`src/rtl/ve3d_pkg.sv`:
```
// shared constants, types and helper functions of the 3x3x3 erosion block
package ve3d_pkg;

	localparam int unsigned MAX_X = 256;
	localparam int unsigned MAX_Y = 256;
	localparam int unsigned MAX_Z = 4096;

	localparam int CFG_X_W = 9;
	localparam int CFG_Y_W = 9;
	localparam int CFG_Z_W = 13;
	localparam int CFG_W   = 13;
	localparam int IDX_W   = 2;
	localparam int VOX_W   = 8;

	localparam int XC_W  = (MAX_X > 1) ? $clog2(MAX_X) : 1;
	localparam int YC_W  = (MAX_Y > 1) ? $clog2(MAX_Y) : 1;
	localparam int ZC_W  = (MAX_Z > 1) ? $clog2(MAX_Z) : 1;
	localparam int SZX_W = $clog2(MAX_X + 1);
	localparam int SZY_W = $clog2(MAX_Y + 1);
	localparam int SZZ_W = $clog2(MAX_Z + 1);
	localparam int PW    = $clog2(MAX_X * MAX_Y + 1);
	localparam int PL_W  = $clog2(MAX_X * MAX_Y);
	localparam int CNT_W = $clog2(MAX_X * MAX_Y + MAX_X + 2);

	typedef enum logic [IDX_W-1:0] {
		REG_SIZE_X = 2'd0,
		REG_SIZE_Y = 2'd1,
		REG_SIZE_Z = 2'd2
	} ve3d_reg_t;

	function automatic int unsigned eff_size(input int unsigned v, input int unsigned maxv);
		if (v == 0)
			return 1;
		else if (v > maxv)
			return maxv;
		else
			return v;
	endfunction

	localparam int unsigned RST_SX = eff_size(256, MAX_X);
	localparam int unsigned RST_SY = eff_size(256, MAX_Y);
	localparam int unsigned RST_SZ = eff_size(1, MAX_Z);

	typedef struct packed {
		logic xlo;
		logic xhi;
		logic ylo;
		logic yhi;
		logic zlo;
		logic zhi;
	} ve3d_nb_t;

	typedef struct packed {
		logic     shift;
		logic     clr;
		logic     emit;
		logic     last;
		ve3d_nb_t nb;
	} ve3d_step_t;

	typedef struct packed {
		logic [XC_W-1:0] line_len;
		logic [PL_W-1:0] plane_len;
	} ve3d_len_t;

endpackage

```
`src/rtl/ve3d_cfg_if.sv`:
```
// configuration write channel
interface ve3d_cfg_if;
	import ve3d_pkg::*;
	logic             valid;
	logic             ready;
	logic [IDX_W-1:0] index;
	logic [CFG_W-1:0] data;
	modport source(output valid, index, data, input ready);
	modport sink(input valid, index, data, output ready);
endinterface

```
`src/rtl/ve3d_seq.sv`:
```
// size registers, input and output raster counters, stream sequencing
module ve3d_seq (
	input  logic                 clk,
	input  logic                 arst_n,
	ve3d_cfg_if.sink             cfg,
	input  logic                 in_valid,
	input  logic                 command,
	input  logic                 s1_free,
	output logic                 in_ready,
	output ve3d_pkg::ve3d_step_t step,
	output ve3d_pkg::ve3d_len_t  lens
);
	import ve3d_pkg::*;

	logic [SZX_W-1:0] sx_q;
	logic [SZY_W-1:0] sy_q;
	logic [SZZ_W-1:0] sz_q;
	logic [PW-1:0]    plane_q;
	logic [XC_W-1:0]  in_x_q, out_x_q, in_x_nx, out_x_nx;
	logic [YC_W-1:0]  in_y_q, out_y_q, in_y_nx, out_y_nx;
	logic [ZC_W-1:0]  in_z_q, out_z_q, in_z_nx, out_z_nx;
	logic [CNT_W-1:0] pending_q, ahead_q, lag;
	logic [SZX_W-1:0] nsx;
	logic [SZY_W-1:0] nsy;
	logic [SZZ_W-1:0] nsz;
	logic             cfg_wr, complete, dummy, acc, voxel_wr, drain;

	assign cfg.ready = 1'b1;
	assign cfg_wr    = cfg.valid && (cfg.index inside {REG_SIZE_X, REG_SIZE_Y, REG_SIZE_Z});
	assign nsx = SZX_W'(eff_size(32'(cfg.data[CFG_X_W-1:0]), MAX_X));
	assign nsy = SZY_W'(eff_size(32'(cfg.data[CFG_Y_W-1:0]), MAX_Y));
	assign nsz = SZZ_W'(eff_size(32'(cfg.data[CFG_Z_W-1:0]), MAX_Z));

	always_comb begin
		lag      = CNT_W'(plane_q) + CNT_W'(sx_q) + CNT_W'(1);
		complete = (pending_q != '0) && (in_x_q == '0) && (in_y_q == '0) && (in_z_q == '0);
		dummy    = complete && (ahead_q != lag);
		in_ready = s1_free && !dummy;
		acc      = in_valid && in_ready;
		voxel_wr = acc && !command && !complete;
		drain    = acc && complete;

		step.shift = voxel_wr || drain || (dummy && s1_free);
		step.clr   = cfg_wr;
		step.emit  = drain || (voxel_wr && (ahead_q == lag));
		step.last  = (SZX_W'(out_x_q) == sx_q - SZX_W'(1)) &&
			(SZY_W'(out_y_q) == sy_q - SZY_W'(1)) &&
			(SZZ_W'(out_z_q) == sz_q - SZZ_W'(1));
		step.nb.xlo = out_x_q != '0;
		step.nb.xhi = SZX_W'(out_x_q) != sx_q - SZX_W'(1);
		step.nb.ylo = out_y_q != '0;
		step.nb.yhi = SZY_W'(out_y_q) != sy_q - SZY_W'(1);
		step.nb.zlo = out_z_q != '0;
		step.nb.zhi = SZZ_W'(out_z_q) != sz_q - SZZ_W'(1);

		lens.line_len  = XC_W'(sx_q - SZX_W'(1));
		lens.plane_len = PL_W'(plane_q - PW'(1));
	end

	// raster advance, x fastest
	always_comb begin
		in_x_nx = in_x_q + XC_W'(1);
		in_y_nx = in_y_q;
		in_z_nx = in_z_q;
		if (SZX_W'(in_x_q) + SZX_W'(1) == sx_q) begin
			in_x_nx = '0;
			in_y_nx = in_y_q + YC_W'(1);
			if (SZY_W'(in_y_q) + SZY_W'(1) == sy_q) begin
				in_y_nx = '0;
				in_z_nx = in_z_q + ZC_W'(1);
				if (SZZ_W'(in_z_q) + SZZ_W'(1) == sz_q)
					in_z_nx = '0;
			end
		end
		out_x_nx = out_x_q + XC_W'(1);
		out_y_nx = out_y_q;
		out_z_nx = out_z_q;
		if (SZX_W'(out_x_q) + SZX_W'(1) == sx_q) begin
			out_x_nx = '0;
			out_y_nx = out_y_q + YC_W'(1);
			if (SZY_W'(out_y_q) + SZY_W'(1) == sy_q) begin
				out_y_nx = '0;
				out_z_nx = out_z_q + ZC_W'(1);
				if (SZZ_W'(out_z_q) + SZZ_W'(1) == sz_q)
					out_z_nx = '0;
			end
		end
	end

	always_ff @(posedge clk or negedge arst_n) begin
		if (!arst_n) begin
			sx_q      <= SZX_W'(RST_SX);
			sy_q      <= SZY_W'(RST_SY);
			sz_q      <= SZZ_W'(RST_SZ);
			plane_q   <= PW'(RST_SX * RST_SY);
			in_x_q    <= '0;
			in_y_q    <= '0;
			in_z_q    <= '0;
			out_x_q   <= '0;
			out_y_q   <= '0;
			out_z_q   <= '0;
			pending_q <= '0;
			ahead_q   <= '0;
		end else if (cfg_wr) begin
			case (cfg.index)
				REG_SIZE_X: begin
					sx_q    <= nsx;
					plane_q <= PW'(nsx * sy_q);
				end
				REG_SIZE_Y: begin
					sy_q    <= nsy;
					plane_q <= PW'(sx_q * nsy);
				end
				REG_SIZE_Z: sz_q <= nsz;
				default: ;
			endcase
			if (cfg.index == REG_SIZE_X || cfg.index == REG_SIZE_Y ||
				cfg.index == REG_SIZE_Z) begin
				in_x_q    <= '0;
				in_y_q    <= '0;
				in_z_q    <= '0;
				out_x_q   <= '0;
				out_y_q   <= '0;
				out_z_q   <= '0;
				pending_q <= '0;
				ahead_q   <= '0;
			end
		end else begin
			if (voxel_wr) begin
				in_x_q <= in_x_nx;
				in_y_q <= in_y_nx;
				in_z_q <= in_z_nx;
				if (!step.emit) begin
					pending_q <= pending_q + CNT_W'(1);
					ahead_q   <= ahead_q + CNT_W'(1);
				end
			end
			// padding beats line up the window before draining a short volume
			if (dummy && s1_free)
				ahead_q <= ahead_q + CNT_W'(1);
			if (step.emit) begin
				out_x_q <= out_x_nx;
				out_y_q <= out_y_nx;
				out_z_q <= out_z_nx;
			end
			if (drain) begin
				pending_q <= pending_q - CNT_W'(1);
				if (pending_q == CNT_W'(1))
					ahead_q <= '0;
			end
		end
	end
endmodule

```
`src/flat_wrapper.sv`:
```
// flat-port wrapper written by rule: the top's interface ports become plain ports
module ve3d_seq_flat import ve3d_pkg::*;
  (clk, arst_n, in_valid, command, s1_free, in_ready, step, lens, cfg_valid, cfg_index, cfg_data, cfg_ready);
  ve3d_cfg_if cfg_i ();
  input  logic clk;
  input  logic arst_n;
  input  logic in_valid;
  input  logic command;
  input  logic s1_free;
  output logic in_ready;
  output ve3d_pkg::ve3d_step_t step;
  output ve3d_pkg::ve3d_len_t lens;
  input wire logic [$bits(cfg_i.valid)-1:0] cfg_valid;
  input wire logic [$bits(cfg_i.index)-1:0] cfg_index;
  input wire logic [$bits(cfg_i.data)-1:0] cfg_data;
  output wire logic [$bits(cfg_i.ready)-1:0] cfg_ready;
  assign cfg_i.valid = cfg_valid;
  assign cfg_i.index = cfg_index;
  assign cfg_i.data = cfg_data;
  assign cfg_ready = cfg_i.ready;
  ve3d_seq u_core (.clk(clk), .arst_n(arst_n), .cfg(cfg_i), .in_valid(in_valid), .command(command), .s1_free(s1_free), .in_ready(in_ready), .step(step), .lens(lens));
endmodule
```
`config.mk`:
```
export PLATFORM = sky130hd
export DESIGN_NAME = ve3d_seq_flat
export DESIGN_NICKNAME = d
export VERILOG_FILES = /design/src/rtl/ve3d_pkg.sv /design/src/rtl/ve3d_cfg_if.sv /design/src/rtl/ve3d_seq.sv /design/src/flat_wrapper.sv
export SDC_FILE = /design/constraint.sdc
export NUM_CORES = 1
export LEC_CHECK = 0
export ABC_AREA = 1
export BUFFER_PORTS_ARGS = -buffer_cell sky130_fd_sc_hd__buf_4
export CAP_MARGIN = 10
export CORE_MARGIN = 5
export CORE_UTILIZATION = 40
export CTS_CLUSTER_DIAMETER = 50
export DETAILED_ROUTE_END_ITERATION = 7
export PLACE_DENSITY_LB_ADDON = 0.25
export SKIP_LAST_GASP = 1
export SLEW_MARGIN = 20
export SYNTH_ARGS = -nofsm -noshare
export SYNTH_HDL_FRONTEND = slang
export SYNTH_SLANG_ARGS = --single-unit
```
`constraint.sdc`:
```
create_clock -name clk -period 9.4 [get_ports clk]
set_clock_uncertainty 0.1 [all_clocks]
set_input_delay 0.94 -clock clk [delete_from_list [all_inputs] [get_ports clk]]
set_output_delay 0.94 -clock clk [all_outputs]
set_load 0.05 [all_outputs]
```
==> impl_metrics.env <==
export IMPL_routedWlPerCell_microns=15.8
export IMPL_ys_types=56
export IMPL_ios=57
export IMPL_gp_congestion=0.888
export IMPL_grt_pass1_wl_microns=71700
export IMPL_rsz0062_at_grt="no"
export IMPL_syn_inst=2217
export IMPL_status="finished clean"
export IMPL_firstDrtPassIters=6
export IMPL_antenna_cells=0
export IMPL_via_per_inst=5.19
export IMPL_vdd_ir_drop_worst_mv=0.111
export IMPL_worstHoldPathType="in2async"
export IMPL_h_tree_depth=4
export IMPL_synthesis_nets=2438
export IMPL_relSlewSlack=0.416
export IMPL_fmax_mhz=145
export IMPL_tightest_slew_ps=872
export IMPL_grt_pass1_vias=14028
export IMPL_coreArea_sq_um=38800
export IMPL_antenna_found_initial=0
export IMPL_start_util=0.407
export IMPL_ant_nets=0
export IMPL_numClockSinks=138
export IMPL_synth_edff_count=0
export IMPL_portBuffers=55
export IMPL_synthArstFlopShare=1.00
export IMPL_pre_cts_ws_ps=1890
export IMPL_ys_seq_area_frac=0.219
export IMPL_final_nets=2440
export IMPL_grt_max_degree=79
export IMPL_cp_num_buf_inv=4
export IMPL_min_period_over_period=0.732
export IMPL_power_leakage_nw=8.52
export IMPL_rows=72
export IMPL_cp_start_kind="input pin"
export IMPL_clk_pin_slew_ps=80
export IMPL_cts_setup_buffers=0
export IMPL_cts_hold_fix_buffers=0
export IMPL_cp_slowest_cell="nor2_1"
export IMPL_cp_arrival_ps=7200
export IMPL_final_cells=2750
export IMPL_power_density_nw_per_um2=192
export IMPL_critPathRequiredTime_ps=9710
export IMPL_final_cell_area_sq_um=17100
export IMPL_die_x_microns=209
export IMPL_cap_violations=0
export IMPL_dpl_hpwl_microns=33600
export IMPL_clock_latency_ps=470
export IMPL_synth_area_sq_um=15800
export IMPL_worst_path_stages=26
export IMPL_timing_final_ws_setup_ps=2520
export IMPL_synth_seq_cells=138
export IMPL_wl_microns=43500
export IMPL_layout_common_cells="nand2_1 (457), inv_1 (379), nor2_1 (243), xor2_1 (139), dfrtp_1 (134)"
export IMPL_cts_buffers=17
export IMPL_cts_tree="built"
export IMPL_max_stage_delay_ps=690
export IMPL_placed_area_sq_um=16600
export IMPL_critical_path_top_delay_family="adder cells"
export IMPL_crit_fanout=11
export IMPL_holdWs_ps=377
export IMPL_crit_path_end_kind="flip-flop"
export IMPL_dieArea_sq_um=43600
export IMPL_tns_ps=0
export IMPL_mostFrequentLayoutCell="nand2_1"
export IMPL_first_iter_violations=933
export IMPL_grt_overflow=0
export IMPL_drv_slew=0
export IMPL_yosys_warnings=0
export IMPL_hold_violations=0
export IMPL_dr_total_vias=14263
export IMPL_cts_buffer_depth=2
export IMPL_ctsRootBufferMaster="clkbuf_16"
export IMPL_cts_repair_resized=0
export IMPL_drc=0
export IMPL_finalCriticalPeriod_ps=6880
export IMPL_synth_area_per_cell_sq_um=7.12
export IMPL_worst_setup_path_type="in2reg"
export IMPL_finalSetupViolations=0
export IMPL_die_h_microns=209
export IMPL_synth_main_ff_cell="dfrtp_1"
export IMPL_drive_gt1_frac=0.0632
export IMPL_reg2reg_depth=18
export IMPL_dp_cells=2718
export IMPL_area_delta_synth_final_pct=8.52
export IMPL_grt_usage=0.201
[cells by family after synthesis]
family	count (synthesis)	synth area share
AND/OR/NAND/NOR	988	0.273
buffers and inverters	471	0.116
AO/OA/AOI/OAI	235	0.0839
adder cells (fa/ha/maj)	200	0.206
XOR/XNOR	184	0.102
flip-flops	138	0.219
other	1	0.000237
[stage by stage]
stage,util,power [W]
6_report,0.441,0.00328
5_1_grt,0.441,0.00357
4_1_cts,0.441,0.00331
3_5_place_dp,0.427,0.00260
3_3_place_gp,0.427,0.00258
2_1_floorplan,-,0.00217
[layer usage]
layer | vias up | GRT usage | wire [microns]
li1 | 7008 | - | -
met1 | 6883 | 0.279 | 20200
met2 | 319 | 0.328 | 20400
met3 | 53 | 0.0328 | 2200
met4 | 0 | 0.0529 | 683
met5 | - | 0 | 0
[path summary, 6_finish.rpt]
kind	end	start	slack [ps]
max in group asynchronous	u_core.out_y_q[3]$_DFFE_PN0P_	arst_n	7640
worst min register to register	u_core.plane_q[16]$_DFFE_PN1P_	u_core.plane_q[16]$_DFFE_PN1P_	420
worst max-delay path	u_core.plane_q[16]$_DFFE_PN1P_	cfg_data[7]	2520
worst min-delay path	u_core.ahead_q[15]$_DFFE_PN0P_	arst_n	380
min in group clk	u_core.plane_q[16]$_DFFE_PN1P_	u_core.plane_q[16]$_DFFE_PN1P_	420
worst max register to register	u_core.plane_q[15]$_DFFE_PN0P_	u_core.sx_q[4]$_DFFE_PN0P_	4020
[flip-flops by register name, indices dropped and copies added, names as in the netlist]
signal	flops
u_core.out_z_q	12
u_core.out_y_q	8
u_core.out_x_q	8
u_core.pending_q	17
u_core.sy_q	9
u_core.in_y_q	8
u_core.sz_q	13
u_core.in_z_q	12
u_core.sx_q	9
u_core.plane_q	17
u_core.in_x_q	8
u_core.ahead_q	17
[power by group]
| group | switching, W | total, W | internal, W |
|---|---|---|---|
| combinational | 0.00112 | 0.00174 | 0.000616 |
| clock | 0.000331 | 0.000683 | 0.000352 |
| sequential | 0.000176 | 0.000859 | 0.000683 |
| total | 0.00163 | 0.00328 | 0.00165 |
[Yosys cell counts (4+ instances only)]
master / n / area, sq um
a21oi_1: 53 / 265
a31oi_1: 9 / 56.3
buf_2: 16 / 80.1
buf_4: 5 / 37.5
buf_6: 4 / 45.0
clkbuf_1: 50 / 188
clkinv_1: 8 / 30.0
dfrtp_1: 134 / 3350
dfstp_2: 4 / 105
fa_1: 99 / 1980
ha_1: 101 / 1260
inv_1: 379 / 1420
inv_2: 5 / 18.8
nand2_1: 457 / 1720
nand3_1: 123 / 616
nand3_2: 6 / 60.1
nand4_1: 59 / 369
nor2_1: 244 / 916
nor2_2: 5 / 31.3
nor3_1: 47 / 235
nor3b_1: 4 / 30.0
nor4_1: 17 / 106
o21ai_0: 79 / 395
o21ai_1: 33 / 165
o22ai_1: 34 / 213
or2_2: 8 / 50.1
xnor2_1: 45 / 394
xor2_1: 139 / 1220
[cell type report]
type | count | area (sq um)
clock buffer | 17 | 425
clock inverter | 15 | 143
fill | 3948 | 21700
inverter | 392 | 1470
multi-input combinational | 1608 | 10500
sequential | 138 | 3460
tap | 518 | 648
timing repair buffer | 62 | 473
(Power assumes the default switching activity.)
